<file path="config.mk">
export PLATFORM = sky130hd
export DESIGN_NAME = bmts_ram
export DESIGN_NICKNAME = d
export VERILOG_FILES = /design/src/hdl/bmts_ram.sv
export SDC_FILE = /design/constraint.sdc
export NUM_CORES = 2
export LEC_CHECK = 0
export BUFFER_PORTS_ARGS = -buffer_cell sky130_fd_sc_hd__buf_2
export CORE_MARGIN = 1.5
export CORE_UTILIZATION = 60
export DETAILED_ROUTE_END_ITERATION = 6
export PLACE_DENSITY = 0.76
export SYNTH_ARGS = -nofsm -noshare
export SYNTH_HDL_FRONTEND = slang
export SYNTH_SLANG_ARGS = --single-unit
</file>
<file path="constraint.sdc">
create_clock -name clk -period 7 [get_ports clk]
set_input_delay 1.4 -clock clk [delete_from_list [all_inputs] [get_ports clk]]
set_output_delay 1.4 -clock clk [all_outputs]
set_load 0.1 [all_outputs]
</file>
<file path="src/hdl/bmts_ram.sv">
`default_nettype none

module bmts_ram #(
    parameter int WIDTH = 16,
    parameter int DEPTH = 256
) (
    input  wire logic                     clk,
    input  wire logic                     we,
    input  wire logic [$clog2(DEPTH)-1:0] waddr,
    input  wire logic [WIDTH-1:0]         wdata,
    input  wire logic [$clog2(DEPTH)-1:0] raddr,
    output logic      [WIDTH-1:0]         rdata
);

    logic [WIDTH-1:0] mem [DEPTH];
    logic [WIDTH-1:0] rdata_reg;

    always_ff @(posedge clk)
    begin
        if (we)
        begin
            mem[waddr] <= wdata;
        end
        rdata_reg <= mem[raddr];
    end

    assign rdata = rdata_reg;

endmodule

`default_nettype wire

</file>
Yosys cells after proc, flatten, opt, wreduce, memory -nomap -nowiden
Memories as Yosys holds them, arrays and structs flattened. A register that Yosys moved wholly into a read port is not among the register bits.
Index checks and enable logic that the tools add are counted.
W data, S select, Z words.

storage, ports and cells
  flip-flop bits (word level) = 0
  bits in writable memories = 4096
  input bits = 34
  output and inout port bits = 16
  word-level logic and storage cells = 3
  memories = 1

cells by class
  multiplexer cells = 2

memory list
  name  words  bits a word  rd ports  clocked after memory_dff  wr ports  RTL line  source
  mem   256    16           1         1                         1         15        logic [WIDTH-1:0] mem [DEPTH];

operators with widths
  operator  number
  $mux W1   2

Logic depth before layout (Yosys ltp)
  depth in word-level cells = 2
  depth in mapped cells = 12
  gate-level depth less buffers = 6

Worst setup path before layout
OpenSTA, ideal clock, no wires.

  kind = in2reg
  start point = in waddr[3]
  end point = mem mem[235][0] (enable)
  library setup time = 0.388 ns
  arrival time = 3.177 ns
  data required time = 6.612 ns
  slack = 3.435 ns
  stages = 6
  buffers on the path = 3
  cell sequence = clkbuf_1 -> nor2b_1 -> clkbuf_1 -> nand4_1 -> clkbuf_1 -> nor2_1

RTL lines
  element             RTL line  source
  start: declaration  9         input wire logic [$clog2(DEPTH)-1:0] waddr,
  end: declaration    15

Straight into the memory's write port.

==> metrics.md <==
| Metric | Value |
|---|---|
| Status | finished with violations |
| Failing checks | max-capacitance violations, max-slew violations |
| Hold Path End | mem[229][0] |
| Routed WL per cell | 35.6 µm |
| Post-synthesis async set-or-reset flop share | 0% |
| EDFF count, synth | 4096 |
| Syn avg cell area | 21.6 µm² |
| Sw frac | 21.4% |
| Clock power share | 41.1% |
| Synth area leaders | edfxtp_1 77%, mux4_2 11%, mux2i_1 3.6%, o221ai_1 1.4%, nor2_1 0.72% |
| Number of max-cap violations | 2 |
| Max_slew headroom | -4.16% |
| Synthesis Warnings | 0 |
| Hold path depth | 1 |
| Clock transition at path regs | 60 ps |
| Initial DRC count | 13000 |
| Initial antenna violation count | 35 |
| Post-CTS Resized | 0 |
| CORE AREA | 263000 µm² |
| Crit path capture type | flop |
| Post-CTS Hold Buffers | 0 |
| Netlist cell types | 52 |
| First-pass GRT wire length | 586000 µm |
| Rows | 188 |
| Final setup viols | 0 |
| Ys flop type | edfxtp_1 |
| Endpoints failing hold | 0 |
| Sequential share of power | 53.8% |
| PortBufs | 49 |
| Worst Path Max Fanout | 114 |
| CTS tree | done |
| Vias per cell | 6.96 |
| Max Fclk | 198 MHz |
| FF+latch count, synth | 4112 |
| Die H | 517 µm |
| Clk_lat worst skew | 930 ps |
| CP required | 7730 ps |
| Clock Sinks | 4112 |
| Max reg flops | 4096 |
| Crit path kind | input port to flop |
| DP HPWL | 235000 µm |
| Met2 usage | 48.5% |
| M3 GR Usage | 7.64% |
| Area fraction of the dominant cell type after synthesis | 77.5% |
| R2R setup slack | 3480 ps |
| R2R Path Start | mem[3][8] |
| Die area | 268000 µm² |
| Gpl congestion | 0.922 |
| Hold_sp | wdata[0] |
| Startpoint types | input port |
| Post-CTS setup buffer count | 0 |
| Filler instances | 15600 |
| Synth-to-Final Area Change | 11.5% |
| H-Tree Depth | 5 |
| Die Wd | 517 µm |
| Most frequent cells in the layout | 4096 x edfxtp_1, 797 x mux4_2, 565 x mux2i_1 |
| Layout cell share with drive strength beyond 1 | 23.9% |
| Sw Pwr | 10.8 mW |
| GRT Overall Usage | 31.1% |
| Initial Util | 60.4% |
| Total Wirelength | 413000 µm |
| Syn Nets | 7394 |
| GR Overflow Total | 0 |
| Worst Clk Skew | 81.3 ps |
| Most Crowded Layer GR | met2 |
| Vias in the first global route | 80100 |
| Layout Utilization | 67.4% |
| Data arrival time of the critical path | 5780 ps |
| Routed Antenna Nets | 0 |
| Reg2reg end | rdata[8] |
| VDD IR-drop max | 0.234 mV |
| Largest net degree at the start of global routing | 193 |
| Total number of vias | 80700 |
| Pwr dens | 286 nW/µm² |
| CTS Root Cell | clkbuf_16 |
| Tmin final | 5040 ps |
| Drt drc | 0 |
| Leading area contributor after synthesis | edfxtp_1 |
| Hold crit path type | input port to flop |
| Nets | 7783 |
| Commonest non-fill, non-tap cell in the layout | edfxtp_1 |
| Int Pwr | 39.7 mW |
| Post-synthesis instance area | 159000 µm² |
| Pleak | 56.2 nW |
| Slew Limit Fails | 2 |
| FF-to-FF path depth | 6 |
| Drt first pass iters | 6 |
| Seq/Total Area, Yosys | 77.7% |
| Io pins | 50 |
| Met1 Use GR | 41.9% |
| Clk buf depth | 4 |
| Slew @ Worst Pin | 1560 ps |
| Setup TNS | 0 ps |
| Combinational power share | 5.1% |
| Synth Instances | 7360 |
| Unrepaired setup endpoints after global routing | false |
| Cts bufs inserted | 394 |
| Crit share post-route | 72.0% |
## cell families after synthesis
| group | count (synthesis) | synth area share (%) |
|---|---|---|
| flops | 4112 | 77.7 |
| simple gates | 556 | 1.57 |
| compound gates | 786 | 3.54 |
| buf+inv | 456 | 1.69 |
| mux | 1450 | 15.5 |
## critical path, stage by stage
cell and delay (ps):
buf_8 420, buf_12 540, buf_4 480, mux4_2 380
mux4_2 520, a22o_1 370, o32ai_1 1140, nor4_1 180
## cell usage after synthesis (17+ instances only)
cell type and count:
edfxtp_1 4096, mux4_2 797, mux2i_1 565, nor2_1 304, o221ai_1 252, clkbuf_1 230
a21oi_1 175, o22ai_1 148, nor3_1 92, mux2_2 88, buf_6 77, buf_2 76
a22oi_1 43, nand2_1 38, o21ai_0 37, nand3_1 35, a22o_1 32, a221oi_1 28
buf_1 27, buf_4 26, nand4_1 26, o32ai_1 20, a211oi_1 18, nor4_1 17
## routing by layer
layer,part of all wire [%],wire length (µm)
met3,13,52100
met4,5.2,21500
met5,0.034,140
met1,35,143000
met2,48,196000
## through the flow
| step | total power, mW | std cells | instance area (µm²) | hold WS [ps] | setup slack [ps] |
|---|---|---|---|---|---|
| final | 50.5 | 11600 | 177000 | 912 | 1960 |
| after global placement | 30.2 | 10900 | 164000 | 1030 | 1060 |
| after CTS | 50.6 | 11600 | 177000 | 887 | 2040 |
| after detailed placement | 30.3 | 10900 | 164000 | 1030 | 1190 |
| after global routing | 51.7 | 11600 | 177000 | 928 | 1990 |
| after floorplan | 29.1 | 7360 | 159000 | 854 | 3440 |
## final cells by class
class / count / area (µm²) / share of cell area, %
diodes: 17 / 42.5 / 0.0240
clock buffers: 482 / 10400 / 5.87
clock inverters: 233 / 2090 / 1.18
inverters: 4 / 27.5 / 0.0156
multi-input cells: 2792 / 32900 / 18.6
flip-flops and latches: 4112 / 123000 / 69.7
well taps: 3515 / 4400 / 2.49
repair buffers: 445 / 3860 / 2.18
## power groups by stage
stage          clock [mW]  combinational [mW]  sequential (mW)
2_1_floorplan           0                1.34             27.8
3_3_place_gp            0                2.47             27.7
3_5_place_dp            0                2.54             27.7
4_1_cts              20.9                2.56             27.2
5_1_grt              21.8                2.67             27.2
6_report             20.7                2.59             27.2
## how the worst max path moves through the flow
| stage | startpoint | endpoint | slack [ps] | depth (start not counted) |
|---|---|---|---|---|
| 2_1_floorplan | waddr[3] | mem[235][0] | 3440 | 6 |
| 3_5_place_dp | raddr[1] | rdata[10] | 1190 | 8 |
| 3_3_place_gp | raddr[0] | rdata[2] | 1060 | 9 |
| 6_report | raddr[1] | rdata[10] | 1960 | 8 |
| 4_1_cts | raddr[1] | rdata[10] | 2040 | 8 |
| 5_1_grt | raddr[1] | rdata[10] | 1990 | 8 |
No activity file was read; power rests on OpenSTA's default activity.
