## src/hdl/bmts_pkg.sv

```systemverilog
`default_nettype none

package bmts_pkg;

    localparam int VOCAB_SIZE_DEF = 256;
    localparam int COUNT_BITS_DEF = 16;

    localparam int WORD_BITS   = 8;
    localparam int DRAW_BITS   = 32;
    localparam int STATUS_BITS = 2;

    typedef enum logic [STATUS_BITS-1:0] {
        ST_OK        = 2'd0,
        ST_EMPTY     = 2'd1,
        ST_SATURATED = 2'd2
    } status_t;

endpackage

`default_nettype wire

```

## src/hdl/bmts_mod.sv

```systemverilog
`default_nettype none

module bmts_mod #(
    parameter int COUNT_BITS = bmts_pkg::COUNT_BITS_DEF
) (
    input  wire logic                           clk,
    input  wire logic                           rst_n,
    input  wire logic                           start,
    input  wire logic [bmts_pkg::DRAW_BITS-1:0] dividend,
    input  wire logic [COUNT_BITS-1:0]          divisor,
    output logic                                done,
    output logic      [COUNT_BITS-1:0]          remainder
);

    localparam int CNT_BITS = $clog2(bmts_pkg::DRAW_BITS + 1);

    logic [CNT_BITS-1:0]            cnt_reg;
    logic [CNT_BITS-1:0]            cnt_next;
    logic                           done_reg;
    logic                           done_next;
    logic [bmts_pkg::DRAW_BITS-1:0] dvd_reg;
    logic [bmts_pkg::DRAW_BITS-1:0] dvd_next;
    logic [COUNT_BITS-1:0]          dvs_reg;
    logic [COUNT_BITS-1:0]          dvs_next;
    logic [COUNT_BITS-1:0]          rem_reg;
    logic [COUNT_BITS-1:0]          rem_next;
    logic [COUNT_BITS:0]            trial;
    logic [COUNT_BITS:0]            diff;

    // One restoring step per cycle: shift in the next dividend bit, subtract if it fits.
    always_comb
    begin
        trial     = {rem_reg, dvd_reg[bmts_pkg::DRAW_BITS-1]};
        diff      = trial - {1'b0, dvs_reg};
        cnt_next  = cnt_reg;
        done_next = 1'b0;
        dvd_next  = dvd_reg;
        dvs_next  = dvs_reg;
        rem_next  = rem_reg;
        if (start)
        begin
            cnt_next = CNT_BITS'(bmts_pkg::DRAW_BITS);
            dvd_next = dividend;
            dvs_next = divisor;
            rem_next = '0;
        end
        else if (cnt_reg != '0)
        begin
            cnt_next  = cnt_reg - 1'b1;
            done_next = (cnt_reg == CNT_BITS'(1));
            dvd_next  = {dvd_reg[bmts_pkg::DRAW_BITS-2:0], 1'b0};
            if (trial >= {1'b0, dvs_reg})
            begin
                rem_next = diff[COUNT_BITS-1:0];
            end
            else
            begin
                rem_next = trial[COUNT_BITS-1:0];
            end
        end
    end

    always_ff @(posedge clk or negedge rst_n)
    begin
        if (!rst_n)
        begin
            cnt_reg  <= '0;
            done_reg <= 1'b0;
        end
        else
        begin
            cnt_reg  <= cnt_next;
            done_reg <= done_next;
        end
    end

    always_ff @(posedge clk)
    begin
        dvd_reg <= dvd_next;
        dvs_reg <= dvs_next;
        rem_reg <= rem_next;
    end

    assign done      = done_reg;
    assign remainder = rem_reg;

endmodule

`default_nettype wire

```

## config.mk

```make
export PLATFORM = sky130hd
export DESIGN_NAME = bmts_mod
export DESIGN_NICKNAME = d
export VERILOG_FILES = /design/src/hdl/bmts_pkg.sv /design/src/hdl/bmts_mod.sv
export SDC_FILE = /design/constraint.sdc
export NUM_CORES = 1
export LEC_CHECK = 0
export BUFFER_PORTS_ARGS = -buffer_cell sky130_fd_sc_hd__buf_2
export CORE_UTILIZATION = 45
export CTS_CLUSTER_SIZE = 24
export DETAILED_ROUTE_END_ITERATION = 16
export PLACE_DENSITY_LB_ADDON = 0.25
export SLEW_MARGIN = 30
export SYNTH_ARGS = -nofsm -noshare
export SYNTH_HDL_FRONTEND = slang
export SYNTH_SLANG_ARGS = --single-unit
```

## constraint.sdc

```tcl
create_clock -name clk -period 2.25 [get_ports clk]
set_clock_uncertainty 0.05 [all_clocks]
set_input_delay 0.1125 -clock clk [delete_from_list [all_inputs] [get_ports clk]]
set_output_delay 0.1125 -clock clk [all_outputs]
set_load 0.03 [all_outputs]
```

Word-level counts from Yosys, hierarchy flattened
Cells that the tools add are included.
Storage, ports and cells
  word-level logic and storage cells: 18
  bits of input ports: 51
  output and inout port bits: 17
  flip-flop bits (word level): 71
Cells by class
  muxes and demuxes: 7
  reduce and logical (&&, ||, !) cells: 2
  equal/unequal tests: 1
  add/subtract/negate cells: 2
  order comparisons: 1
Operators with widths (count)
  32-bit two-way mux: 2
  17-bit by 16-bit greater-or-equal comparator with 1-bit output: 1
  16-bit two-way mux: 1
  16-bit subtractor: 1
  6-bit two-way mux: 2
  6-bit by 1-bit equality test with 1-bit output (second input constant): 1
  6-bit nonzero test: 1
  6-bit by 1-bit subtractor with 6-bit output (second input constant): 1
  1-bit two-way mux: 2
  2-bit nonzero test: 1

Depth between registers and ports, before layout
Gate-level depths: netlist of the first run.
  depth in word-level cells: 3
  gate-level depth with buffers: 11
  mapped depth without buffers: 11

Least setup slack after synthesis of the first run
Ideal clock, no wire load.
  path kind: flip-flop to flip-flop
  from: register dvd_reg[31] (netlist bit)
  to: register rem_reg[14], in the netlist remainder[14]
  data arrival time: 2111 ps
  stages on the path, launching flop included: 12
  clock period less this slack: 2286 ps
  library setup time: 125 ps
  path slack: -36 ps
  cell sequence: edfxtp_1 inv_1 ha_1 inv_1 fa_1 a211oi_1 o21ai_0 a21oi_1 o21ai_0 a21oi_1 xor2_1 o21ai_0
Between the ends
  longest elaborated chain between the ends: 2
Ends and longest elaborated chain
  start: declaration: RTL line bmts_mod.sv:21  | logic [bmts_pkg::DRAW_BITS-1:0] dvd_reg;
  start signal: assignment: RTL line bmts_mod.sv:79  | dvd_reg <= dvd_next;
  16-bit subtractor or 17-bit by 16-bit greater-or-equal comparator with 1-bit output (tied branches): RTL line bmts_mod.sv:34, bmts_mod.sv:52
  16-bit two-way mux (*): RTL line bmts_mod.sv:52  | if (trial >= {1'b0, dvs_reg})
  end signal: assignment: RTL line bmts_mod.sv:81  | rem_reg <= rem_next;
  end: declaration: RTL line bmts_mod.sv:25  | logic [COUNT_BITS-1:0] rem_reg;
Every way passes the cells marked *; elsewhere a longest branch is shown, timed or not.
A chain may end at the register's enable or synchronous reset.

Final worst setup path of the first run
Ends and elaborated chain as after synthesis.

==> impl.org, run 1 <==
** Run status
- The run finished with clean final reports.

** Layout
- Post-route cell area :: 4872 um^2
- Most common cell after layout, fill and taps aside :: sky130_fd_sc_hd__buf_2
- Fillers :: 673
- The register with the most flip-flops in the layout has 32 of them.
- Fraction of layout instances using a drive strength above 1 :: 0.3934
- For this run, the post-layout net count is 492.
- Utilization after layout :: 0.6209
- Diode insertion count for antenna repair :: 0
- Leaving out filler cells and counting taps, the final layout contains 529.
- The area growth from synthesis to layout is 31.29%.
- The library cells used most frequently in the layout, excluding fill and tap cells, are 67 x sky130_fd_sc_hd__buf_2, 48 x sky130_fd_sc_hd__edfxtp_1, 31 x sky130_fd_sc_hd__mux2_2.

** Synthesis
- Post-synthesis xor/xnor area fraction :: 0.03540
- Synth Flop Type :: sky130_fd_sc_hd__edfxtp_1
- The portion of synthesized area spent on multiplexers is 0.1156.
- Basic-gate share of the synthesized area counting and, or, nand and nor cells :: 0.07923
- The number of nets in the synthesized netlist is 385.
- In this run, synthesis inferred 48 flip-flops with an integrated enable.
- Unique masters post-synth :: 48
- Share of flip-flops with an asynchronous set or reset :: 0.09859
- Compound-Gate Fraction of Synth Area :: 0.1308
- Gate count of the mapped netlist :: 315
- Largest family of logic cells by synthesized area :: compound AO/OA/AOI/OAI gates
- Synthesized cell area :: 3711 um^2
- Adder-cell area share of the yosys netlist :: 0.06608
- Dividing the synthesized area by the synthesized cell count gives 11.78 um^2.
- Synthesis Warnings :: 0
- Sequential area share after synthesis :: 0.5219
- After synthesis the netlist holds a flip-flop and latch count of 71.

** STA
- Across all setup checks in the final design, the least slack found is 0.04264 ns.
- Remaining max-slew budget at the tightest pin :: 0.6592
- The final hold violation count was 0.
- Final period util :: 0.9811
- Setup violations remaining at the end of the flow were counted as 0.
- Maximum clock frequency :: 453.0 MHz
- RSZ-0062 raised after global routing :: yes
- The count of final max-slew check failures was 0.
- At the pin with the least slew margin, the transition time is 0.4984 ns.
- Post-layout minimum cycle time :: 2.207 ns

** Global routing
- The number of antenna violations at the first check in global routing is 0.
- Wire length of the first global-routing pass :: 12.90 mm
- Entering global routing, the biggest net connects 38 pins.
- Global route total overflow :: 0
- The via count of the first global-routing pass came to 2,794.
- Across every metal layer, demand over resource in global routing totals 0.1947.

** Worst setup path
- STA puts the critical path data required time at 2.43 ns.
- By startpoint and endpoint, the worst setup path is classified as flip-flop to flip-flop.
- Category of the worst setup path launch point :: flip-flop
- Walking the worst path, the cells encountered are inv_2, ha_4, inv_2, fa_2, a211oi_2, o21ai_2, a21oi_2, o21ai_1, a21oi_2, xor2_1, o21ai_1.
- The number of cells on the worst reg-to-reg path is 11.
- The largest single stage delay on the critical path is 0.38 ns.
- Standard cell with the maximum stage delay on the critical path :: sky130_fd_sc_hd__edfxtp_1
- Critical path fanouts, max :: 3
- Signal arrival time at the worst endpoint :: 2.39 ns
- The worst setup path is captured at a flip-flop.

** Clock tree
- Inserted Clock Buffers :: 9
- Counting along the longest clock path gives a buffer depth of 2.
- Root Buffer :: sky130_fd_sc_hd__clkbuf_8
- Sink count of the clock tree :: 71
- The H-tree was split into 3 levels.
- TritonCTS built the clock tree.
- For the worst-skew pair, the clock arrives at the later sink with an insertion delay of 0.35 ns.
- Clock edge transition at the registers on the reported setup and hold paths :: 0.08 ns

** Drt
- In this run the remaining antenna-violating nets after routing total 0.
- The first detailed-routing pass ran for 4 iterations.
- The detailed router placed 2,817 vias in this run.
- The detailed router finished its first iteration with 176 violations.
- The routed design has 8.315 mm of wire.
- Average detailed-routed wire length per instance :: 15.72 um
- In the routed layout, each cell is associated on average with a via count of 5.325.
- After detailed routing, the number of remaining DRC violations is 0.

** Floorplanning
- Height of the chip :: 92.81 um
- Die Footprint :: 8614 um^2
- Number of placed I/O pins :: 68
- Number of cell rows :: 32
- Core Area :: 7848 um^2
- In this run the horizontal extent of the chip is 92.81 um.
- For this configuration, the core starts out at a cell density of 0.4729.

** Placed design
- Placer Congestion :: 0.8704
- Final HPWL DP :: 5.386 mm
- In this run the tool buffered the top-level ports with 67 buffer cells.
- Cell count after placement :: 487
- Once placement finished, the instance area stood at 4212 um^2.
- Worst setup slack after placement :: -0.07607 ns

** Flow run
- Max-cap check violation count :: 0

** Power and ir drop
- Leak :: 0.002153 uW
- The design draws 3806 uW.
- Across the VDD grid, the largest voltage drop is 465.9 uV.
- For this design the ratio of total power to cell area is 781.1 nW/um^2.

** Min path
- Hold WC Path Type :: primary input to flip-flop
- The worst hold path was traced through 2 stages.
-- area by class of cell --
| class | instances | area [um^2] | area share |
|---|---|---|---|
| sequential | 71 | 1937 | 0.3975 |
| multi-input combinational | 209 | 1769 | 0.3631 |
| timing repair buffer | 108 | 708.2 | 0.1454 |
| tap | 102 | 127.6 | 0.02619 |
| clock buffer | 9 | 123.9 | 0.02542 |
| clock inverter | 7 | 120.1 | 0.02465 |
| inverter | 23 | 86.33 | 0.01772 |
-- what timing repair did --
action / in CTS / in global routing
gates cloned: 1 / 2
hold buffers: 20 / 1
pin swaps: 3 / 19
resized for setup: 1 / 37
endpoints found under the setup margin: 6 / 16
endpoints found under the hold margin: 26 / 1
buffers inserted: 0 / 2
-- critical path, delay by kind of cell (launching register included) --
kind | cells | cell delay [ns]
AO/OA/AOI/OAI | 6 | 0.88
XOR/XNOR | 1 | 0.17
adder cells (fa/ha/maj) | 2 | 0.51
buffers and inverters | 2 | 0.11
flip-flops | 1 | 0.38
-- kinds of logic (layout without fill, tap and decap cells) --
logic type               after synthesis  count (layout)
flip-flops                            71              71
multiplexers                          39              39
buffers and inverters                 38             147
XOR/XNOR                              15              15
adder cells (fa/ha/maj)               19              19
AO/OA/AOI/OAI                         75              75
AND/OR/NAND/NOR                       58              61
-- report_power, final --
| part | total (uW) | internal [uW] | switching (uW) |
|---|---|---|---|
| logic | 825 | 393 | 432 |
| clock network | 1240 | 740 | 503 |
| registers | 1740 | 1640 | 97.5 |
| total | 3810 | 2770 | 1030 |
-- final timing paths --
path	to	slack, ns	from
worst max-delay path	remainder[14]	0.04	dvd_reg[31]
worst min-delay path	dvd_reg[15]	0.01	dividend[15]
worst max register to register	remainder[14]	0.04	dvd_reg[31]
worst min register to register	remainder[1]	0.46	remainder[1]
max in group asynchronous	cnt_reg[1]	1.92	rst_n
min in group asynchronous	cnt_reg[3]	0.07	rst_n
-- synthesized netlist by cell type, types with 3 or more instances --
cell / n / share of area
sky130_fd_sc_hd__o31ai_1: 4 / 0.0081
sky130_fd_sc_hd__and2_1: 3 / 0.0051
sky130_fd_sc_hd__edfxtp_1: 48 / 0.39
sky130_fd_sc_hd__mux2_2: 31 / 0.094
sky130_fd_sc_hd__o21ai_1: 3 / 0.0040
sky130_fd_sc_hd__o22ai_1: 3 / 0.0051
sky130_fd_sc_hd__xnor2_1: 9 / 0.021
sky130_fd_sc_hd__nand4_1: 3 / 0.0051
sky130_fd_sc_hd__mux2i_1: 8 / 0.022
sky130_fd_sc_hd__dfrtp_1: 7 / 0.047
sky130_fd_sc_hd__nand3_1: 7 / 0.0094
sky130_fd_sc_hd__nand2_1: 17 / 0.017
sky130_fd_sc_hd__clkbuf_1: 7 / 0.0071
sky130_fd_sc_hd__xor2_1: 6 / 0.014
sky130_fd_sc_hd__a21oi_1: 18 / 0.024
sky130_fd_sc_hd__nor2_1: 15 / 0.015
sky130_fd_sc_hd__a31oi_1: 3 / 0.0051
sky130_fd_sc_hd__o21ai_0: 17 / 0.023
sky130_fd_sc_hd__o21a_1: 3 / 0.0061
sky130_fd_sc_hd__ha_1: 18 / 0.061
sky130_fd_sc_hd__inv_1: 23 / 0.023
sky130_fd_sc_hd__a32oi_1: 8 / 0.019
sky130_fd_sc_hd__a21o_1: 4 / 0.0081
sky130_fd_sc_hd__buf_2: 3 / 0.0040
sky130_fd_sc_hd__buf_6: 3 / 0.0091
sky130_fd_sc_hd__dfxtp_1: 16 / 0.086
sky130_fd_sc_hd__nand2b_1: 3 / 0.0051
-- stage by stage --
step | hold slack, ns | TNS (ns)
after global routing | 0.0006738 | -0.1370
after detailed placement | -0.09314 | -0.08003
final | 0.01021 | 0
after floorplan | -0.2331 | 0
after global placement | -0.09624 | -0.005037
after CTS | 0.001371 | 0
-- per-layer routing --
metal,global-route usage,share of wire,up-vias
li1,-,-,1381
met1,0.2471,0.44,1324
met2,0.3174,0.49,101
met3,0.05583,0.058,11
met4,0.06667,0.013,0
met5,0,0,-
(Power assumes the default switching activity.)
==> run 2, diff against run 1 <==
- BUFFER_PORTS_ARGS: -buffer_cell sky130_fd_sc_hd__buf_2 -> -buffer_cell sky130_fd_sc_hd__buf_4
- REMOVE_ABC_BUFFERS: not set -> 1
==> run 2 against run 1 <==
Cell area grew 2.7%. Sequential power is essentially flat. Fmax shrank 0.90%. Routed wire length shrank 3.0%. Hold slack gained 0.0065 ns. Die area is the same. Final cell count grew 1.1%. Register-to-register slack lost 0.02 ns. Global-route usage grew 0.088 points. Combinational power grew 5.0%. Core utilization grew 1.7 points. Non-clock buffer count grew 7. Critical path type unchanged. Critical endpoint unchanged. Largest cell class unchanged.
==> impl.org, run 2 (synthesized netlist as in run 1, its figures left out) <==
** Floorplanning
- The horizontal die dimension is 92.81 um (unchanged).
- The boundary pin count was 68 (unchanged).
- Starting Density :: 0.4729 (unchanged)
- The floorplan die area was 8614 um^2 (unchanged).
- The row count was 32 (unchanged).
- The y dimension of the die came to 92.81 um (unchanged).
- Core Area :: 7848 um^2 (unchanged)

** Power and ir drop
- The power share of the clock group was 0.281 (was 0.327).
- Leak :: 0.002193 uW (was 0.002153 uW)
- The power per cell area came to 722.5 nW/um^2 (was 781.1 nW/um^2).
- The total internal power came to 2584 uW (was 2773 uW).
- Share of power burned in registers :: 0.480 (was 0.457)
- Total power draw :: 3615 uW (was 3806 uW)
- The combinational cell fraction of total power is 0.240 (was 0.217).
- Worst-case vdd ir drop :: 560.9 uV (was 465.9 uV)
- Net Sw Frac :: 0.2851 (was 0.2714)
- Switching power :: 1031 uW (was 1033 uW)

** Worst setup path
- The critical path class was flip-flop to flip-flop (unchanged).
- Standard cell with the maximum stage delay on the critical path :: sky130_fd_sc_hd__edfxtp_1 (unchanged)
- Cell-by-cell listing of the critical path: inv_2, ha_4, inv_2, fa_2, a211oi_2, o21ai_2, a21oi_2, o21ai_1, a21oi_1, xor2_1, o21ai_1 (was inv_2, ha_4, inv_2, fa_2, a211oi_2, o21ai_2, a21oi_2, o21ai_1, a21oi_2, xor2_1, o21ai_1).
- The critical register-to-register path endpoint was remainder[14] (unchanged).
- The number of cells on the worst reg-to-reg path was 11 (unchanged).
- The critical-path maximum fanout came to 3 (unchanged).
- The endpoint arrival time on the critical path was 2.41 ns (was 2.39 ns).
- The maximum single-stage delay on the critical path was 0.38 ns (about the same).
- RR Startpoint :: dvd_reg[31] (unchanged)
- The critical path capture point type is a flip-flop (unchanged).
- Required time of the critical path :: 2.43 ns (about the same)
- The register-to-register path setup slack came to 0.02 ns (was 0.04 ns).
- The last element of the critical path is remainder[14] (unchanged).
- The nature of the critical path startpoint is a flip-flop (unchanged).
- Origin of the worst setup path :: dvd_reg[31] (unchanged)

** Drt
- Average detailed-routed wire length per instance :: 15.07 um (was 15.72 um)
- Total number of vias :: 2,852 (was 2,817)
- The final antenna-violating net count is 0 (unchanged).
- First-pass iteration count of the detailed router :: 4 (unchanged)
- DRC marker count from the first detailed-route iteration :: 95 (was 176)
- The total DRC errors in the routed layout is 0 (unchanged).
- Via count normalized by instance count :: 5.331 (was 5.325)
- Post-detailed-routing wire length :: 8.064 mm (was 8.315 mm)

** Layout
- The net total in the final layout is 499 (was 492).
- The number of flip-flops under the largest register name came to 32 (unchanged).
- Area Growth Syn to Fin :: 34.83% (was 31.29%)
- Most common cell after layout, fill and taps aside :: sky130_fd_sc_hd__buf_4 (was sky130_fd_sc_hd__buf_2)
- Fraction of layout instances using a drive strength above 1 :: 0.3811 (was 0.3934)
- Final Non-Filler Cells :: 535 (was 529)
- Utilization after layout :: 0.6376 (was 0.6209)
- Diode insertion count for antenna repair :: 0 (unchanged)
- Most used cells in the layout excluding fill and tap cells: 92 x sky130_fd_sc_hd__buf_4, 48 x sky130_fd_sc_hd__edfxtp_1, 31 x sky130_fd_sc_hd__mux2_2 (was 67 x sky130_fd_sc_hd__buf_2, 48 x sky130_fd_sc_hd__edfxtp_1, 31 x sky130_fd_sc_hd__mux2_2).

** Clock tree
- Inserted Clock Buffers :: 9 (unchanged)
- The cell chosen for the clock root is sky130_fd_sc_hd__clkbuf_8 (unchanged).
- CTS H-tree lvls :: 3 (unchanged)
- The clock sink total was 71 (unchanged).
- The number of buffers between clock root and the deepest sink was 2 (unchanged).
- CTS tree :: done (unchanged)
- Clock edge transition at the registers on the reported setup and hold paths :: 0.08 ns (about the same)
- The insertion delay to the later sink of the worst-skew pair was 0.35 ns (about the same).

** Placed design
- The half-perimeter wire length after detailed placement is 5.490 mm (was 5.386 mm).
- The instance count after placement with tap cells included was 490 (was 487).
- The quantity of I/O buffers inserted on ports was 67 (unchanged).
- The final weighted congestion in routability-driven placement came to 0.9430 (was 0.8704).

** STA
- Setup_tns :: 0 ns (unchanged)
- Final period util :: 0.9900 (was 0.9811)
- The final critical delay including setup and external delays was 2.227 ns (was 2.207 ns).
- The relative slew slack is 0.6520 (was 0.6592).
- RSZ-0062 raised after global routing: yes (unchanged).
- Final Max Tran Viols :: 0 (unchanged)
- The pin slew with the least headroom to its limit was 0.5089 ns (was 0.4984 ns).
- The maximum achievable frequency was 448.9 MHz (was 453.0 MHz).
- The worst slack on hold paths is 0.01667 ns (was 0.01021 ns).
- Number of hold-slack violations in the final timing report :: 0 (unchanged)
- The final number of setup-violating endpoints was 0 (unchanged).

** Global routing
- Largest net degree at the start of global routing :: 29 (was 38)
- Initial antenna violation count :: 0 (unchanged)
- Global route total overflow :: 0 (unchanged)
- Wire length of the first global-routing pass :: 12.87 mm (was 12.90 mm)
- The overall track demand over capacity in global routing is 0.1956 (was 0.1947).
- Via count of the first global-routing pass :: 2,782 (was 2,794)

** Min path
- The path class of the lowest-slack min-delay path was primary input to flip-flop (unchanged).

** Flow run
- Max-cap check violation count :: 0 (unchanged)

** Run status
- Status: completed (unchanged).
[run 2: worst min-delay path by stage]
stage | start | endpoint | cells after the start
after floorplan | rst_n | cnt_reg[0] | 0
after global placement | rst_n | cnt_reg[3] | 1
after detailed placement | rst_n | cnt_reg[3] | 1
after CTS | dividend[26] | dvd_reg[26] | 2
after global routing | dividend[13] | dvd_reg[13] | 2
final | dividend[23] | dvd_reg[23] | 2
[run 2: layer usage]
metal	GRT usage	vias to the layer above	wire length, um
met5	0	-	0
met4	0.06410	0	156
met3	0.06486	18	462
met2	0.3278	86	3966
met1	0.2360	1345	3478
li1	-	1403	-
[run 2: cell type report]
type	count	area, um^2
Tap cell	102	127.6
Clock buffer	10	127.6
Fill cell	680	2844
Clock inverter	5	58.81
Multi-Input combinational cell	209	1735
Timing Repair Buffer	115	930.9
Sequential cell	71	1937
Inverter	23	86.33
[run 2: worst max-delay path: cells and delay by family, from the launching register on]
kind | cells | cell delay, ns
buffers and inverters | 2 | 0.12
xor gates and xnor gates | 1 | 0.17
AOI/OAI and AO/OA | 6 | 0.89
DFF | 1 | 0.38
adders and majority gates | 2 | 0.51
[run 2: through the flow]
stage | area (um^2) | worst slack (ns)
2_1_floorplan | 3608 | -0.03658
3_3_place_gp | 4409 | -0.1477
3_5_place_dp | 4409 | -0.2216
4_1_cts | 4820 | 0.003930
5_1_grt | 5004 | -0.08695
6_report | 5004 | 0.02251
[run 2: what timing repair did]
| action | 4_1_cts | 5_1_grt |
|---|---|---|
| pin swaps | 4 | 18 |
| hold buffers | 18 | 4 |
| endpoints found under the hold margin | 24 | 4 |
| setup endpoints to repair | 10 | 16 |
| cloned | 1 | 2 |
| buffers inserted | 2 | 3 |
| resized for setup | 5 | 27 |
[run 2: power groups by stage]
stage | clock network (uW) | registers (uW) | logic (uW)
final | 1010 | 1730 | 866
after global routing | 1080 | 1760 | 956
after CTS | 1040 | 1740 | 831
after detailed placement | 0 | 1760 | 789
after global placement | 0 | 1750 | 775
after floorplan | 0 | 1760 | 499
